===== config.mk =====
export PLATFORM = sky130hd
export DESIGN_NAME = dcf77_time_decoder
export DESIGN_NICKNAME = d
export VERILOG_FILES = /design/src/rtl/dcf_pkg.sv /design/src/rtl/dcf_front.sv /design/src/rtl/dcf_queue.sv /design/src/rtl/dcf_back.sv /design/src/rtl/dcf77_time_decoder.sv
export SDC_FILE = /design/constraint.sdc
export NUM_CORES = 1
export LEC_CHECK = 0
export CAP_MARGIN = 10
export CORE_MARGIN = 1
export CORE_UTILIZATION = 30
export DETAILED_ROUTE_END_ITERATION = 8
export DONT_BUFFER_PORTS = 1
export PLACE_DENSITY_LB_ADDON = 0.05
export SLEW_MARGIN = 15
export SYNTH_ARGS = -nofsm -noshare
export SYNTH_HDL_FRONTEND = slang
export SYNTH_SLANG_ARGS = --single-unit

===== constraint.sdc =====
create_clock -name clk -period 5.86 [get_ports clk]
set_input_delay 1.172 -clock clk [delete_from_list [all_inputs] [get_ports clk]]
set_output_delay 1.172 -clock clk [all_outputs]
set_load 0.005 [all_outputs]

===== src/rtl/dcf_pkg.sv =====
// Shared types, constants and register codes for the DCF77 time-code decoder.
`timescale 1ns / 1ps
`default_nettype none

package dcf_pkg;

    // Timestamp width; differences between edge stamps wrap at this width.
    localparam int TS_BITS = 32;

    // Configuration port geometry.
    localparam int CFG_IDX_BITS  = 3;
    localparam int CFG_DATA_BITS = 12;

    // Configuration register indexes.
    localparam logic [CFG_IDX_BITS-1:0] REG_GAP_MIN  = 3'd0;
    localparam logic [CFG_IDX_BITS-1:0] REG_GAP_MAX  = 3'd1;
    localparam logic [CFG_IDX_BITS-1:0] REG_JITTER   = 3'd2;
    localparam logic [CFG_IDX_BITS-1:0] REG_ZERO_LEN = 3'd3;
    localparam logic [CFG_IDX_BITS-1:0] REG_ONE_LEN  = 3'd4;

    // Register values after reset.
    localparam logic [11:0] GAP_MIN_RESET  = 12'd1700;
    localparam logic [11:0] GAP_MAX_RESET  = 12'd1900;
    localparam logic [7:0]  JITTER_RESET   = 8'd50;
    localparam logic [9:0]  ZERO_LEN_RESET = 10'd100;
    localparam logic [9:0]  ONE_LEN_RESET  = 10'd200;

    // Number of telegram bits and the saturating second count.
    localparam int             TELEGRAM_BITS = 59;
    localparam logic [5:0]     LAST_SECOND   = 6'd59;

    // Result status codes.
    localparam logic [1:0] ST_OK         = 2'd0;
    localparam logic [1:0] ST_PARITY     = 2'd1;
    localparam logic [1:0] ST_INCOMPLETE = 2'd2;

    // Summer-time codes.
    localparam logic [1:0] DST_STANDARD = 2'd0;
    localparam logic [1:0] DST_SUMMER   = 2'd1;
    localparam logic [1:0] DST_UNKNOWN  = 2'd2;

    // Classified edge handed from the front to the back.
    typedef struct packed {
        logic is_mark;   // minute mark, otherwise end of a second pulse
        logic zero_hit;  // pulse width inside the bit-zero window
        logic one_hit;   // pulse width inside the bit-one window
    } cmd_t;

endpackage

`default_nettype wire


===== src/rtl/dcf_front.sv =====
// Front end: configuration registers, edge stamps and width classification.
`timescale 1ns / 1ps
`default_nettype none

module dcf_front
    import dcf_pkg::*;
(
    input  wire logic                     clk,
    input  wire logic                     rst_n,
    input  wire logic                     cfg_write,
    input  wire logic [CFG_IDX_BITS-1:0]  cfg_index,
    input  wire logic [CFG_DATA_BITS-1:0] cfg_data,
    input  wire logic                     accept,
    input  wire logic                     pulse_start,
    input  wire logic [TS_BITS-1:0]       time_ms,
    output logic                          push,
    output cmd_t                          push_cmd
);

    logic [11:0]        gap_min_reg;
    logic [11:0]        gap_max_reg;
    logic [7:0]         jitter_reg;
    logic [9:0]         zero_len_reg;
    logic [9:0]         one_len_reg;
    logic [TS_BITS-1:0] rise_stamp_reg;
    logic [TS_BITS-1:0] fall_stamp_reg;

    logic [TS_BITS-1:0] pause;
    logic [TS_BITS-1:0] width;
    logic               gap_hit;

    // True when lo - jitter < w < hi + jitter; a negative lower bound admits all.
    function automatic logic in_window(
        input logic [TS_BITS-1:0] w,
        input logic [11:0]        lo_nom,
        input logic [11:0]        hi_nom,
        input logic [7:0]         jit
    );
        logic [12:0] lo;
        logic [12:0] hi;
        logic        above;
        logic        below;
        lo    = {1'b0, lo_nom} - {5'b0, jit};
        hi    = {1'b0, hi_nom} + {5'b0, jit};
        above = lo[12] || (w > {{(TS_BITS-12){1'b0}}, lo[11:0]});
        below = w < {{(TS_BITS-13){1'b0}}, hi};
        return above && below;
    endfunction

    // Interval since the opposite edge, modulo the timestamp width.
    assign pause = time_ms - fall_stamp_reg;
    assign width = time_ms - rise_stamp_reg;

    // Classify the accepted edge.
    always_comb
    begin
        gap_hit           = in_window(pause, gap_min_reg, gap_max_reg, jitter_reg);
        push_cmd.is_mark  = pulse_start;
        push_cmd.zero_hit = in_window(width, {2'b0, zero_len_reg},
                                      {2'b0, zero_len_reg}, jitter_reg);
        push_cmd.one_hit  = in_window(width, {2'b0, one_len_reg},
                                      {2'b0, one_len_reg}, jitter_reg);
        push              = accept && (!pulse_start || gap_hit);
    end

    // Configuration registers and edge stamps.
    always_ff @(posedge clk or negedge rst_n)
    begin
        if (!rst_n)
        begin
            gap_min_reg    <= GAP_MIN_RESET;
            gap_max_reg    <= GAP_MAX_RESET;
            jitter_reg     <= JITTER_RESET;
            zero_len_reg   <= ZERO_LEN_RESET;
            one_len_reg    <= ONE_LEN_RESET;
            rise_stamp_reg <= '0;
            fall_stamp_reg <= '0;
        end
        else
        begin
            if (cfg_write)
            begin
                unique case (cfg_index)
                    REG_GAP_MIN:  gap_min_reg  <= cfg_data[11:0];
                    REG_GAP_MAX:  gap_max_reg  <= cfg_data[11:0];
                    REG_JITTER:   jitter_reg   <= cfg_data[7:0];
                    REG_ZERO_LEN: zero_len_reg <= cfg_data[9:0];
                    REG_ONE_LEN:  one_len_reg  <= cfg_data[9:0];
                    default:      ;
                endcase
            end
            if (accept)
            begin
                if (pulse_start)
                begin
                    rise_stamp_reg <= time_ms;
                end
                else
                begin
                    fall_stamp_reg <= time_ms;
                end
            end
        end
    end

endmodule

`default_nettype wire


===== src/rtl/dcf_queue.sv =====
// Two-entry queue of classified edges between the front and the back.
`timescale 1ns / 1ps
`default_nettype none

module dcf_queue
    import dcf_pkg::*;
(
    input  wire logic clk,
    input  wire logic rst_n,
    input  wire logic push,
    input  cmd_t      push_cmd,
    output logic      full,
    input  wire logic pop,
    output logic      head_valid,
    output cmd_t      head_cmd
);

    cmd_t       entry_reg [2];
    logic       wr_ptr_reg;
    logic       rd_ptr_reg;
    logic [1:0] count_reg;
    logic [1:0] count_next;

    assign full       = (count_reg == 2'd2);
    assign head_valid = (count_reg != 2'd0);
    assign head_cmd   = entry_reg[rd_ptr_reg];

    // Occupancy follows pushes and pops.
    always_comb
    begin
        count_next = count_reg;
        if (push && !pop)
        begin
            count_next = count_reg + 2'd1;
        end
        else if (pop && !push)
        begin
            count_next = count_reg - 2'd1;
        end
    end

    // Pointers and occupancy.
    always_ff @(posedge clk or negedge rst_n)
    begin
        if (!rst_n)
        begin
            wr_ptr_reg <= 1'b0;
            rd_ptr_reg <= 1'b0;
            count_reg  <= 2'd0;
        end
        else
        begin
            if (push)
            begin
                wr_ptr_reg <= ~wr_ptr_reg;
            end
            if (pop)
            begin
                rd_ptr_reg <= ~rd_ptr_reg;
            end
            count_reg <= count_next;
        end
    end

    // Entry storage.
    always_ff @(posedge clk)
    begin
        if (push)
        begin
            entry_reg[wr_ptr_reg] <= push_cmd;
        end
    end

endmodule

`default_nettype wire


===== src/rtl/dcf_back.sv =====
// Back end: telegram bit store, second counter and minute decoding.
`timescale 1ns / 1ps
`default_nettype none

module dcf_back
    import dcf_pkg::*;
(
    input  wire logic       clk,
    input  wire logic       rst_n,
    input  wire logic       head_valid,
    input  cmd_t            head_cmd,
    output logic            pop,
    output logic            out_valid,
    input  wire logic       out_ready,
    output logic [1:0]      status,
    output logic [6:0]      minute,
    output logic [5:0]      hour,
    output logic [5:0]      day_of_month,
    output logic [2:0]      weekday,
    output logic [4:0]      month,
    output logic [7:0]      year,
    output logic [1:0]      summer_time
);

    logic [TELEGRAM_BITS-1:0] tel_reg;
    logic [TELEGRAM_BITS-1:0] tel_next;
    logic [5:0]               sec_reg;
    logic                     synced_reg;
    logic                     out_valid_reg;
    logic [1:0]               status_reg;
    logic [6:0]               minute_reg;
    logic [5:0]               hour_reg;
    logic [5:0]               day_reg;
    logic [2:0]               weekday_reg;
    logic [4:0]               month_reg;
    logic [7:0]               year_reg;
    logic [1:0]               dst_reg;

    logic                     store_bit;
    logic [1:0]               st;
    logic [7:0]               minute_bcd;
    logic [7:0]               hour_bcd;
    logic [7:0]               day_bcd;
    logic [7:0]               month_bcd;
    logic [7:0]               year_bcd;
    logic [1:0]               dst_code;

    // Two BCD digits to binary: units plus ten times tens.
    function automatic logic [7:0] bcd8(input logic [7:0] b);
        return {4'b0, b[3:0]} + {1'b0, b[7:4], 3'b0} + {3'b0, b[7:4], 1'b0};
    endfunction

    // A mark waits for the output register; a falling edge never does.
    assign pop       = head_valid && (!head_cmd.is_mark || !out_valid_reg || out_ready);
    assign store_bit = pop && !head_cmd.is_mark && synced_reg && (sec_reg < LAST_SECOND);

    // Telegram bit update; a width in both windows ends as a one.
    always_comb
    begin
        tel_next = tel_reg;
        if (store_bit)
        begin
            if (head_cmd.zero_hit)
            begin
                tel_next[sec_reg] = 1'b0;
            end
            if (head_cmd.one_hit)
            begin
                tel_next[sec_reg] = 1'b1;
            end
        end
    end

    // Minute decode with three even-parity groups.
    always_comb
    begin
        if (!synced_reg || (sec_reg < LAST_SECOND))
        begin
            st = ST_INCOMPLETE;
        end
        else if ((^tel_reg[28:21]) || (^tel_reg[35:29]) || (^tel_reg[58:36]))
        begin
            st = ST_PARITY;
        end
        else
        begin
            st = ST_OK;
        end
        minute_bcd = bcd8({1'b0, tel_reg[27:21]});
        hour_bcd   = bcd8({2'b0, tel_reg[34:29]});
        day_bcd    = bcd8({2'b0, tel_reg[41:36]});
        month_bcd  = bcd8({3'b0, tel_reg[49:45]});
        year_bcd   = bcd8(tel_reg[57:50]);
        case ({tel_reg[18], tel_reg[17]})
            2'b10:   dst_code = DST_STANDARD;
            2'b01:   dst_code = DST_SUMMER;
            default: dst_code = DST_UNKNOWN;
        endcase
    end

    // Telegram state and the result word register.
    always_ff @(posedge clk or negedge rst_n)
    begin
        if (!rst_n)
        begin
            tel_reg       <= '0;
            sec_reg       <= 6'd0;
            synced_reg    <= 1'b0;
            out_valid_reg <= 1'b0;
        end
        else
        begin
            tel_reg <= tel_next;
            if (store_bit)
            begin
                sec_reg <= sec_reg + 6'd1;
            end
            if (pop && head_cmd.is_mark)
            begin
                synced_reg    <= 1'b1;
                sec_reg       <= 6'd0;
                out_valid_reg <= 1'b1;
            end
            else if (out_ready)
            begin
                out_valid_reg <= 1'b0;
            end
        end
    end

    // Result payload, cleared fields unless the telegram is good.
    always_ff @(posedge clk)
    begin
        if (pop && head_cmd.is_mark)
        begin
            status_reg <= st;
            if (st == ST_OK)
            begin
                minute_reg  <= minute_bcd[6:0];
                hour_reg    <= hour_bcd[5:0];
                day_reg     <= day_bcd[5:0];
                weekday_reg <= tel_reg[44:42];
                month_reg   <= month_bcd[4:0];
                year_reg    <= year_bcd;
                dst_reg     <= dst_code;
            end
            else
            begin
                minute_reg  <= '0;
                hour_reg    <= '0;
                day_reg     <= '0;
                weekday_reg <= '0;
                month_reg   <= '0;
                year_reg    <= '0;
                dst_reg     <= '0;
            end
        end
    end

    assign out_valid    = out_valid_reg;
    assign status       = status_reg;
    assign minute       = minute_reg;
    assign hour         = hour_reg;
    assign day_of_month = day_reg;
    assign weekday      = weekday_reg;
    assign month        = month_reg;
    assign year         = year_reg;
    assign summer_time  = dst_reg;

endmodule

`default_nettype wire


===== src/rtl/dcf77_time_decoder.sv =====
// A minute-mark edge is written into the queue, then popped into the result word register
// once that register is free or being taken, so its result word shows after both.
// Throughput: one edge word per cycle while the queue has room; a two-entry queue parts
// the front from the back, and only a minute mark waits on the output register.
// Reset: asynchronous, active low; configuration returns to its defaults, stamps,
// telegram bits and second count clear, and the decoder starts unsynchronized.
`timescale 1ns / 1ps
`default_nettype none

module dcf77_time_decoder
    import dcf_pkg::*;
(
    input  wire logic                     clk,
    input  wire logic                     rst_n,
    input  wire logic                     cfg_write,
    input  wire logic [CFG_IDX_BITS-1:0]  cfg_index,
    input  wire logic [CFG_DATA_BITS-1:0] cfg_data,
    input  wire logic                     in_valid,
    output logic                          in_ready,
    input  wire logic                     pulse_start,
    input  wire logic [TS_BITS-1:0]       time_ms,
    output logic                          out_valid,
    input  wire logic                     out_ready,
    output logic [1:0]                    status,
    output logic [6:0]                    minute,
    output logic [5:0]                    hour,
    output logic [5:0]                    day_of_month,
    output logic [2:0]                    weekday,
    output logic [4:0]                    month,
    output logic [7:0]                    year,
    output logic [1:0]                    summer_time
);

    logic accept;
    logic push;
    cmd_t push_cmd;
    logic full;
    logic pop;
    logic head_valid;
    cmd_t head_cmd;

    // Input words are taken whenever the queue has room.
    assign in_ready = !full;
    assign accept   = in_valid && in_ready;

    // Front end classifies each edge.
    dcf_front u_front (
        .clk         (clk),
        .rst_n       (rst_n),
        .cfg_write   (cfg_write),
        .cfg_index   (cfg_index),
        .cfg_data    (cfg_data),
        .accept      (accept),
        .pulse_start (pulse_start),
        .time_ms     (time_ms),
        .push        (push),
        .push_cmd    (push_cmd)
    );

    // Queue between the two halves.
    dcf_queue u_queue (
        .clk        (clk),
        .rst_n      (rst_n),
        .push       (push),
        .push_cmd   (push_cmd),
        .full       (full),
        .pop        (pop),
        .head_valid (head_valid),
        .head_cmd   (head_cmd)
    );

    // Back end keeps the telegram and decodes minute marks.
    dcf_back u_back (
        .clk          (clk),
        .rst_n        (rst_n),
        .head_valid   (head_valid),
        .head_cmd     (head_cmd),
        .pop          (pop),
        .out_valid    (out_valid),
        .out_ready    (out_ready),
        .status       (status),
        .minute       (minute),
        .hour         (hour),
        .day_of_month (day_of_month),
        .weekday      (weekday),
        .month        (month),
        .year         (year),
        .summer_time  (summer_time)
    );

endmodule

`default_nettype wire

==> reports/metrics.cfg, run 1 <==
[layout]
area.sequential_um2=5580
final_cells=2495
largest_reg_flops=40
drive_gt1_frac=0.101
diodes=0
fillers=5616
stdcell_area_um2=18400
multi_input_area_um2=10300
nets=2045
areaGrowthSynthToFinish_pct=10.7
final_core_util=0.339

[placement]
gp_congestion=0.840
dp_hpwl_mm=38.2
dp.cells=2441
portBuffers=0
placed_area_um2=17400

[power]
p_per_area_nw_per_um2=536
comb_power_share=0.589
intPower_mw=5.41
power_frac_clock=0.181
leakagePower_nw=7.89
power_mw=9.84
peakVddDrop_uv=238
switchingPower_mw=4.43
netSwitchingFraction=0.450
seqPwrFrac=0.230

[detailed_routing]
wl_mm=48.5
dr_wl_met2_mm=22.3
drt_iter0_markers=612
drc=0
routed-via-count=12800
wire_per_inst_um=19.5
ant_nets=0
viasPerCell=5.15
wl_met1_mm=23.6
drtPass1Iterations=5
wl_met3_mm=1.54
top_layer=met4

[floorplan]
chipHeight_um=237
die_w_um=237
dieArea_um2=56200
start_util=0.306
coreArea_um2=54200
num_rows=85
io_pins=94

[logic_synthesis]
synth_area_leaders=dfrtp_1, ha_1, edfxtp_1, o21ai_0, mux2_2
async_flop_share=0.789
synth.area.mux_share=0.0577
yosys.area_share.simple=0.131
synthCells=1786
synth_compound_area_frac=0.193
synth_xor_area_frac=0.0696
ys.warnings.count=0
synthAdderAreaFrac=0.170
synth_ff_type=dfrtp_1
synth_top_family_by_area=compound AO/OA/AOI/OAI gates
syn_area_um2=16600
synth-seq-cells=213
synth.most_common_cell=ha_1
synth_top_area_share=0.222
ys_seq_area_frac=0.337
syn_area_per_cell_um2=9.29
synth_common_cells=ha_1, o21ai_0, dfrtp_1, inv_1, nand2_1
synth_cell_types=78
synth_edf_count=45
yosysTopAreaCell=dfrtp_1
synth_nets=2055

[critical_path]
rrSetupSlack_ns=0.60
cp-end-kind=flop
crit_arrival_ns=5.70
start_kind=flop
timing.rr.start=u_front.jitter_reg[1]
setup.worst_path.end=u_queue.count_reg[1]
critPathLaunch=u_front.jitter_reg[1]
reg2regPathDepth=23
required_ns=6.30
timing.rr.end=u_queue.count_reg[1]
cp_max_fo=7
worst-setup-path-type=flop to flop

[cts]
h-tree-depth=1
postCtsSetupRepairBufs=0
clk_latency_ns=0.56
cts_tree=built
cts_made_buffers=29
clk_pin_slew_ns=0.06
root_buffer=clkbuf_16
cts_max_path_buffers=3
cts.sinks=213

[global_route]
first_global_vias=12900
globalRouteOverflowTotal=0
grt_pass1_wl_mm=76.1
grt_usage=0.173
antenna_found_initial=1
grt_max_degree=169

[timing]
post-route-period-util=0.897
hold_viol=0
worst_pin_slew_ns=0.975
fin_crit_ns=5.26
max_freq_mhz=190
rsz0062_at_grt=false
worst_clock_skew_ns=0.00893
tns_ns=0
finalSetupViolations=0
slew_viol_final=0
relSlewSlack=0.347

[run_status]
outcome=completed

[job]
drv_cap=0

[hold_path]
min_path_type=input port to async pin

## critical path, stage by stage (launching register included)
cell	delay (ns)
dfstp_2	0.64
inv_1	0.23
fa_1	0.50
nor2b_1	0.11
o21ai_0	0.11
a21oi_1	0.19
o21ai_0	0.09
nand2b_1	0.15
a21o_1	0.14
a21o_1	0.13
and3_1	0.20
nand3_1	0.11
ha_1	0.23
a211oi_1	0.16
o21ai_0	0.11
nor4_1	0.34
o2111ai_1	0.17
a2111oi_0	0.40
nand4_1	0.23
o31ai_4	0.34
ha_1	0.21
xor2_1	0.15
nor2_1	0.06
xor2_1	0.13
## power groups by stage
| stage | Combinational, mW | Clock [mW] | Sequential [mW] |
|---|---|---|---|
| 2_1_floorplan | 4.22 | 0 | 2.19 |
| 3_3_place_gp | 5.80 | 0 | 2.29 |
| 3_5_place_dp | 5.82 | 0 | 2.30 |
| 4_1_cts | 5.86 | 1.85 | 2.27 |
| 5_1_grt | 6.56 | 1.90 | 2.33 |
| 6_report | 5.80 | 1.78 | 2.27 |
## final cells by class
class,instances,area share
sequential,213,0.304
inverter,131,0.0268
tap,696,0.0474
clock buffer,44,0.0482
clock inverter,10,0.00477
multi-input combinational,1387,0.563
timing repair buffer,14,0.00572
## metrics by stage
stage	hold slack, ns	setup WS, ns
floorplan	0.450	1.06
CTS	0.266	0.497
global route	0.267	0.0249
global placement	0.467	0.424
finish	0.305	0.601
detailed placement	0.479	0.281
## cells by family after synthesis
family                   Yosys count
flip-flops                       213
adder cells (fa/ha/maj)          217
multiplexers                      86
buffers and inverters            186
XOR/XNOR                         131
AO/OA/AOI/OAI                    517
AND/OR/NAND/NOR                  436
## repair_timing
item                                    4_1_cts  5_1_grt
hold buffers                                  0        0
gates resized for setup                       0        1
endpoints found under the setup margin        0        1
## cell usage in the layout, fill, tap and decap left out, types with 15 or more instances in the layout
cell type / count
a211oi_1: 15
a21o_1: 39
a21oi_1: 109
and2_1: 24
clkbuf_16: 31
dfrtp_1: 147
dfstp_2: 21
edfxtp_1: 45
ha_1: 202
inv_1: 131
mux2_2: 76
nand2_1: 123
nand2b_1: 19
nand3_1: 31
nand4_1: 22
nor2_1: 103
nor2b_1: 25
nor3_1: 26
o211ai_1: 16
o21a_1: 30
o21ai_0: 196
o21bai_1: 15
xnor2_1: 87
xor2_1: 43
## layer usage
layer,up-vias,global-route usage
li1,6433,-
met1,6175,0.238
met2,188,0.287
met3,50,0.0244
met4,0,0.0413
met5,-,0
## worst min-delay path by stage
stage	startpoint	to	slack, ns	cells past startpoint
3_5_place_dp	u_front.rise_stamp_reg[1]	u_front.rise_stamp_reg[1]	0.48	2
4_1_cts	rst_n	u_front.fall_stamp_reg[11]	0.27	0
3_3_place_gp	u_front.rise_stamp_reg[0]	u_front.rise_stamp_reg[0]	0.47	2
6_report	rst_n	u_front.rise_stamp_reg[12]	0.31	0
2_1_floorplan	u_front.rise_stamp_reg[1]	u_front.rise_stamp_reg[1]	0.45	2
5_1_grt	rst_n	u_front.rise_stamp_reg[12]	0.27	0
Power figures use the tool's default switching activity.
==> run 2, diff against run 1 <==
==> constraint.sdc (replaced) <==
create_clock -name clk -period 4.8 [get_ports clk]
set_input_delay 0.96 -clock clk [delete_from_list [all_inputs] [get_ports clk]]
set_output_delay 0.96 -clock clk [all_outputs]
set_load 0.005 [all_outputs]
==> run 2 against run 1 <==
Effect of this change:
- sequential cell count stayed put
- power up 27%
- critical path depth is 2 lower
- sequential share of layout area shrank 0.89 points
- fmax is 15% higher
- combinational power rose by 29%
- global-route usage down 0.12 points
- cell count grew 2.2%
- routed wire length down 0.87%
- first-iteration DRC count rose by 6.7%
- critical endpoint unchanged
==> reports/metrics.cfg, run 2 (same netlist as run 1, synthesis figures left out) <==
[timing]
fin_crit_ns=4.57  ; was 5.26 ns
max_freq_mhz=219  ; was 190 MHz
slew_viol_final=0  ; unchanged
hold_viol=0  ; unchanged
rsz0062_at_grt=true  ; was false
relSlewSlack=0.292  ; was 0.347
post-route-period-util=0.951  ; was 0.897
setup_ws_ns=0.234  ; was 0.601 ns
finalSetupViolations=0  ; unchanged
worst_clock_skew_ns=0.0257  ; was 0.00893 ns
worst_pin_slew_ns=1.03  ; was 0.975 ns

[cts]
cts_max_path_buffers=3  ; unchanged
clk_pin_slew_ns=0.06  ; about the same
root_buffer=clkbuf_16  ; unchanged
cts_tree=built  ; unchanged
clk_latency_ns=0.58  ; was 0.56 ns
h-tree-depth=1  ; unchanged
cts.sinks=213  ; unchanged
hold_buffers=0  ; unchanged
cts_made_buffers=30  ; was 29

[power]
intPower_mw=7.06  ; was 5.41 mW
comb_power_share=0.597  ; was 0.589
seqPwrFrac=0.220  ; was 0.230
power_mw=12.5  ; was 9.84 mW
netSwitchingFraction=0.437  ; was 0.450
switchingPower_mw=5.48  ; was 4.43 mW
leakagePower_nw=8.17  ; was 7.89 nW
p_per_area_nw_per_um2=663  ; was 536 nW/um2
power_frac_clock=0.183  ; was 0.181
peakVddDrop_uv=359  ; was 238 uV

[critical_path]
cp-end-kind=flop  ; unchanged
start_kind=flop  ; unchanged
worst-setup-path-type=flop to flop  ; unchanged
crit_arrival_ns=5.05  ; was 5.70 ns
cp_max_fo=6  ; was 7
required_ns=5.28  ; was 6.30 ns
rrSetupSlack_ns=0.23  ; was 0.60 ns

[layout]
nets=2100  ; was 2045
areaGrowthSynthToFinish_pct=14.0  ; was 10.7%
layout_commonest_cell=ha_1  ; unchanged
multi_input_area_um2=10400  ; was 10300 um2
fillers=5638  ; was 5616
final_core_util=0.349  ; was 0.339
area.sequential_um2=5580  ; unchanged
diodes=0  ; unchanged
largest_reg_flops=40  ; unchanged
drive_gt1_frac=0.132  ; was 0.101
final_cell_mix=ha_1, o21ai_0, dfrtp_1, inv_1, nand2_1  ; unchanged

[job]
drv_cap=0  ; unchanged

[detailed_routing]
viasPerCell=5.11  ; was 5.15
ant_nets=0  ; unchanged
wire_per_inst_um=18.9  ; was 19.5 um
drtPass1Iterations=5  ; unchanged
routed-via-count=13000  ; was 12800
drc=0  ; unchanged
drt_iter0_markers=653  ; was 612
wl_mm=48.1  ; was 48.5 mm

[floorplan]
io_pins=94  ; unchanged
die_w_um=237  ; unchanged
dieArea_um2=56200  ; unchanged
start_util=0.306  ; unchanged
num_rows=85  ; unchanged
coreArea_um2=54200  ; unchanged
chipHeight_um=237  ; unchanged

[placement]
post-place-ws_ns=-0.341  ; was 0.281 ns
gp_congestion=0.830  ; was 0.840
dp_hpwl_mm=38.1  ; was 38.2 mm
portBuffers=0  ; unchanged

[global_route]
met2_usage=0.280  ; was 0.287
busiest_layer=met2  ; unchanged
antenna_found_initial=1  ; unchanged
grt_usage=0.172  ; was 0.173
grtUsageMet3=0.0291  ; was 0.0244
globalRouteOverflowTotal=0  ; unchanged
grt_pass1_wl_mm=76.0  ; was 76.1 mm
grt_max_degree=169  ; unchanged
first_global_vias=13100  ; was 12900
grtUsageMet1=0.236  ; was 0.238

[hold_path]
min_path_type=input port to async pin  ; unchanged

[run_status]
outcome=completed  ; unchanged

[run 2: worst paths after layout]
| kind | end | from | depth (start not counted) |
|---|---|---|---|
| hold / removal | u_front.rise_stamp_reg[8] | rst_n | 0 |
| min in group clk | u_front.rise_stamp_reg[0] | u_front.rise_stamp_reg[0] | 2 |
| setup / recovery | u_queue.count_reg[1] | u_front.jitter_reg[1] | 21 |
| max in group asynchronous | u_back.tel_reg[18] | rst_n | 0 |
| setup reg to reg | u_queue.count_reg[1] | u_front.jitter_reg[1] | 21 |
| hold reg to reg | u_front.rise_stamp_reg[0] | u_front.rise_stamp_reg[0] | 2 |
[run 2: power groups by stage]
stage | Sequential (mW) | Combinational, mW | Clock (mW)
finish | 2.76 | 7.49 | 2.29
global route | 2.83 | 8.48 | 2.45
CTS | 2.76 | 7.52 | 2.39
detailed placement | 2.79 | 7.45 | 0
global placement | 2.78 | 7.44 | 0
floorplan | 2.68 | 5.16 | 0
[run 2: timing repair]
action | CTS | global route
gates resized for setup | 2 | 23
buffers inserted | 0 | 5
setup endpoints to repair | 8 | 9
pin swaps | 3 | 15
[run 2: per-layer routing]
layer,vias to the layer above,part of all wire
met5,-,0
met4,0,0.025
met3,63,0.038
met2,192,0.46
met1,6242,0.48
li1,6536,-
[run 2: cell type report]
cell class              instances  share of cell area
multi-input cells            1387               0.552
inverters                     131              0.0260
clock inverters                 7             0.00734
well taps                     696              0.0460
flip-flops and latches        213               0.295
clock buffers                  49              0.0462
repair buffers                 68              0.0276
[run 2: metrics by stage]
step / hold WS [ns] / instance area, um2 / instances / setup TNS (ns)
after CTS: 0.0405 / 18800 / 2546 / 0
after global placement: 0.466 / 17800 / 2490 / -0.870
after floorplan: 0.450 / 16600 / 1786 / 0
after detailed placement: 0.480 / 17800 / 2490 / -2.14
after global routing: 0.0515 / 18900 / 2551 / -0.0898
final: 0.0844 / 18900 / 2551 / 0
[run 2: worst max-delay path, stage by stage (launching register included)]
cell	delay [ns]
dfstp_2	0.53
inv_1	0.06
buf_4	0.18
ha_1	0.29
nor2b_1	0.14
o31ai_1	0.33
nand2b_1	0.11
a21oi_1	0.20
xor2_1	0.23
ha_1	0.28
a21o_1	0.19
a21o_1	0.17
a21oi_1	0.13
o21ai_0	0.17
a221oi_1	0.48
buf_4	0.20
o31ai_2	0.06
buf_4	0.15
ha_4	0.15
xor2_1	0.13
nor2_1	0.14
xor2_1	0.16
==> run 3, diff against run 2 <==
--- a/config.mk
+++ b/config.mk
@@ -5,11 +5,13 @@
 export SDC_FILE = /design/constraint.sdc
 export NUM_CORES = 1
 export LEC_CHECK = 0
+export BUFFER_PORTS_ARGS = -buffer_cell sky130_fd_sc_hd__buf_2
 export CAP_MARGIN = 10
+export CELL_PAD_IN_SITES_DETAIL_PLACEMENT = 0
+export CELL_PAD_IN_SITES_GLOBAL_PLACEMENT = 1
 export CORE_MARGIN = 1
-export CORE_UTILIZATION = 30
+export CORE_UTILIZATION = 44
 export DETAILED_ROUTE_END_ITERATION = 8
-export DONT_BUFFER_PORTS = 1
 export PLACE_DENSITY_LB_ADDON = 0.05
 export SLEW_MARGIN = 15
 export SYNTH_ARGS = -nofsm -noshare
==> run 3 against run 2 <==
Effect of this change:
- utilization increased by 17 points
- via count rose by 3.1%
- power is 2.2% lower
==> reports/metrics.cfg, run 3 (same netlist as run 1, synthesis figures left out) <==
[cts]
cts_tree=built  ; unchanged
cts.sinks=213  ; unchanged
cts_made_buffers=26  ; was 30
clk_pin_slew_ns=0.06  ; about the same
h-tree-depth=1  ; unchanged
cts_max_path_buffers=3  ; unchanged
root_buffer=clkbuf_16  ; unchanged
clk_latency_ns=0.57  ; was 0.58 ns

[timing]
fin_crit_ns=4.44  ; was 4.57 ns
worst_clock_skew_ns=0.0210  ; was 0.0257 ns
max_freq_mhz=225  ; was 219 MHz
worst_pin_slew_ns=1.03  ; about the same
relSlewSlack=0.308  ; was 0.292
post-route-period-util=0.925  ; was 0.951
finalSetupViolations=0  ; unchanged
slew_viol_final=0  ; unchanged
hold_viol=0  ; unchanged

[floorplan]
coreArea_um2=36900  ; was 54200 um2
num_rows=70  ; was 85
start_util=0.450  ; was 0.306
chipHeight_um=196  ; was 237 um
die_w_um=196  ; was 237 um
io_pins=94  ; unchanged
dieArea_um2=38500  ; was 56200 um2

[global_route]
grt_usage=0.237  ; was 0.172
first_global_vias=13000  ; was 13100
globalRouteOverflowTotal=0  ; unchanged
antenna_found_initial=0  ; was 1
grt_pass1_wl_mm=71.6  ; was 76.0 mm
grt_max_degree=94  ; was 169

[power]
peakVddDrop_uv=338  ; was 359 uV
leakagePower_nw=8.53  ; was 8.17 nW
p_per_area_nw_per_um2=644  ; was 663 nW/um2
power_mw=12.3  ; was 12.5 mW

[layout]
fillers=3449  ; was 5638
drive_gt1_frac=0.180  ; was 0.132
nets=2203  ; was 2100
final_cell_mix=ha_1, o21ai_0, dfrtp_1, inv_1, nand2_1  ; unchanged
stdcell_area_um2=19000  ; was 18900 um2
areaGrowthSynthToFinish_pct=14.8  ; was 14.0%
layout_commonest_cell=ha_1  ; unchanged
largest_reg_flops=40  ; unchanged
diodes=0  ; unchanged

[detailed_routing]
wire_per_inst_um=18.2  ; was 18.9 um
viasPerCell=5.47  ; was 5.11
drt_iter0_markers=720  ; was 653
drtPass1Iterations=5  ; unchanged
wl_mm=44.7  ; was 48.1 mm
drc=0  ; unchanged
routed-via-count=13400  ; was 13000
ant_nets=0  ; unchanged

[critical_path]
reg2regPathDepth=23  ; was 21
cp_max_fo=2  ; was 6
worst-setup-path-type=flop to flop  ; unchanged
crit_arrival_ns=4.88  ; was 5.05 ns
rrSetupSlack_ns=0.36  ; was 0.23 ns
cp-end-kind=flop  ; unchanged
critPathLaunch=u_front.jitter_reg[1]  ; unchanged
timing.rr.start=u_front.jitter_reg[1]  ; unchanged
start_kind=flop  ; unchanged
required_ns=5.24  ; was 5.28 ns
timing.rr.end=u_queue.count_reg[1]  ; unchanged
setup.worst_path.end=u_queue.count_reg[1]  ; unchanged

[hold_path]
min_path_type=flop to flop  ; was input port to async pin

[placement]
dp_hpwl_mm=35.9  ; was 38.1 mm
placed_area_um2=18100  ; was 17800 um2
portBuffers=93  ; was 0
gp_congestion=0.897  ; was 0.830

[run_status]
outcome=completed  ; unchanged

[job]
drv_cap=0  ; unchanged

==> run 3: cell count changes in the layout (fill, tap and decap cells not counted), sizes merged <==
cell	delta
clkinv	+6
bufinv	-3
inv	+1
buf	+107
clkbuf	-16
clkinvlp	+4
==> run 3: per-layer routing <==
metal / track usage / part of all wire / vias up
li1: - / - / 6745
met1: 0.336 / 0.49 / 6413
met2: 0.386 / 0.45 / 233
met3: 0.0278 / 0.039 / 49
met4: 0.0530 / 0.021 / 0
met5: 0 / 0 / -
==> run 3: cell type report <==
type / instances / area [um2] / share of cell area
multi-input combinational: 1387 / 10400 / 0.546
inverter: 131 / 492 / 0.0258
timing repair buffer: 175 / 1100 / 0.0578
tap: 504 / 631 / 0.0331
clock buffer: 33 / 718 / 0.0377
clock inverter: 15 / 123 / 0.00644
sequential: 213 / 5580 / 0.293
==> run 3: per-stage QoR <==
step	utilization	std cells	hold slack [ns]	setup TNS [ns]	worst slack, ns
CTS	0.514	2456	0.497	0	0.00933
detailed placement	0.491	2408	0.480	-2.49	-0.353
finish	0.516	2458	0.492	0	0.361
global route	0.516	2458	0.514	-0.0285	-0.0285
global placement	0.491	2408	0.468	-0.775	-0.148
floorplan	-	1786	0.450	0	0.213
==> run 3: worst min-delay path by stage <==
| stage | start | end | slack [ns] | cells past startpoint |
|---|---|---|---|---|
| after floorplan | u_front.rise_stamp_reg[1] | u_front.rise_stamp_reg[1] | 0.45 | 2 |
| after global routing | u_front.rise_stamp_reg[16] | u_front.rise_stamp_reg[16] | 0.51 | 1 |
| final | u_front.rise_stamp_reg[1] | u_front.rise_stamp_reg[1] | 0.49 | 2 |
| after detailed placement | u_queue.wr_ptr_reg | u_queue.wr_ptr_reg | 0.48 | 1 |
| after CTS | u_front.rise_stamp_reg[1] | u_front.rise_stamp_reg[1] | 0.50 | 2 |
| after global placement | u_front.rise_stamp_reg[0] | u_front.rise_stamp_reg[0] | 0.47 | 2 |
==> run 3: critical path, cell delays in order (launching register included) <==
cell and delay (ns):
dfstp_2 0.52, inv_1 0.06, fa_2 0.41, nor2b_2 0.13, o21ai_2 0.07, a21oi_2 0.13
o21ai_0 0.09, nand2b_1 0.13, a21o_1 0.13, a21o_1 0.14, and3_4 0.20, nand3_2 0.09
ha_2 0.20, a211oi_2 0.13, o21ai_0 0.11, nor4_1 0.34, o2111ai_1 0.19, a2111oi_2 0.25
nand4_1 0.16, o31ai_2 0.27, ha_2 0.22, xor2_1 0.16, nor2_1 0.07, xor2_1 0.13
==> run 3: power breakdown <==
| group | leakage [nW] | internal [mW] | switching (mW) |
|---|---|---|---|
| sequential | 2.51 | 2.42 | 0.299 |
| clock | 0.405 | 1.12 | 0.828 |
| combinational | 5.62 | 3.27 | 4.33 |
| total | 8.53 | 6.81 | 5.45 |
==> run 3: repair_timing <==
item	in CTS	in global routing
gates resized for setup	2	14
hold buffers	0	0
pin swaps	1	8
hold endpoints to repair	0	0
setup endpoints to repair	8	9
buffers inserted	0	2
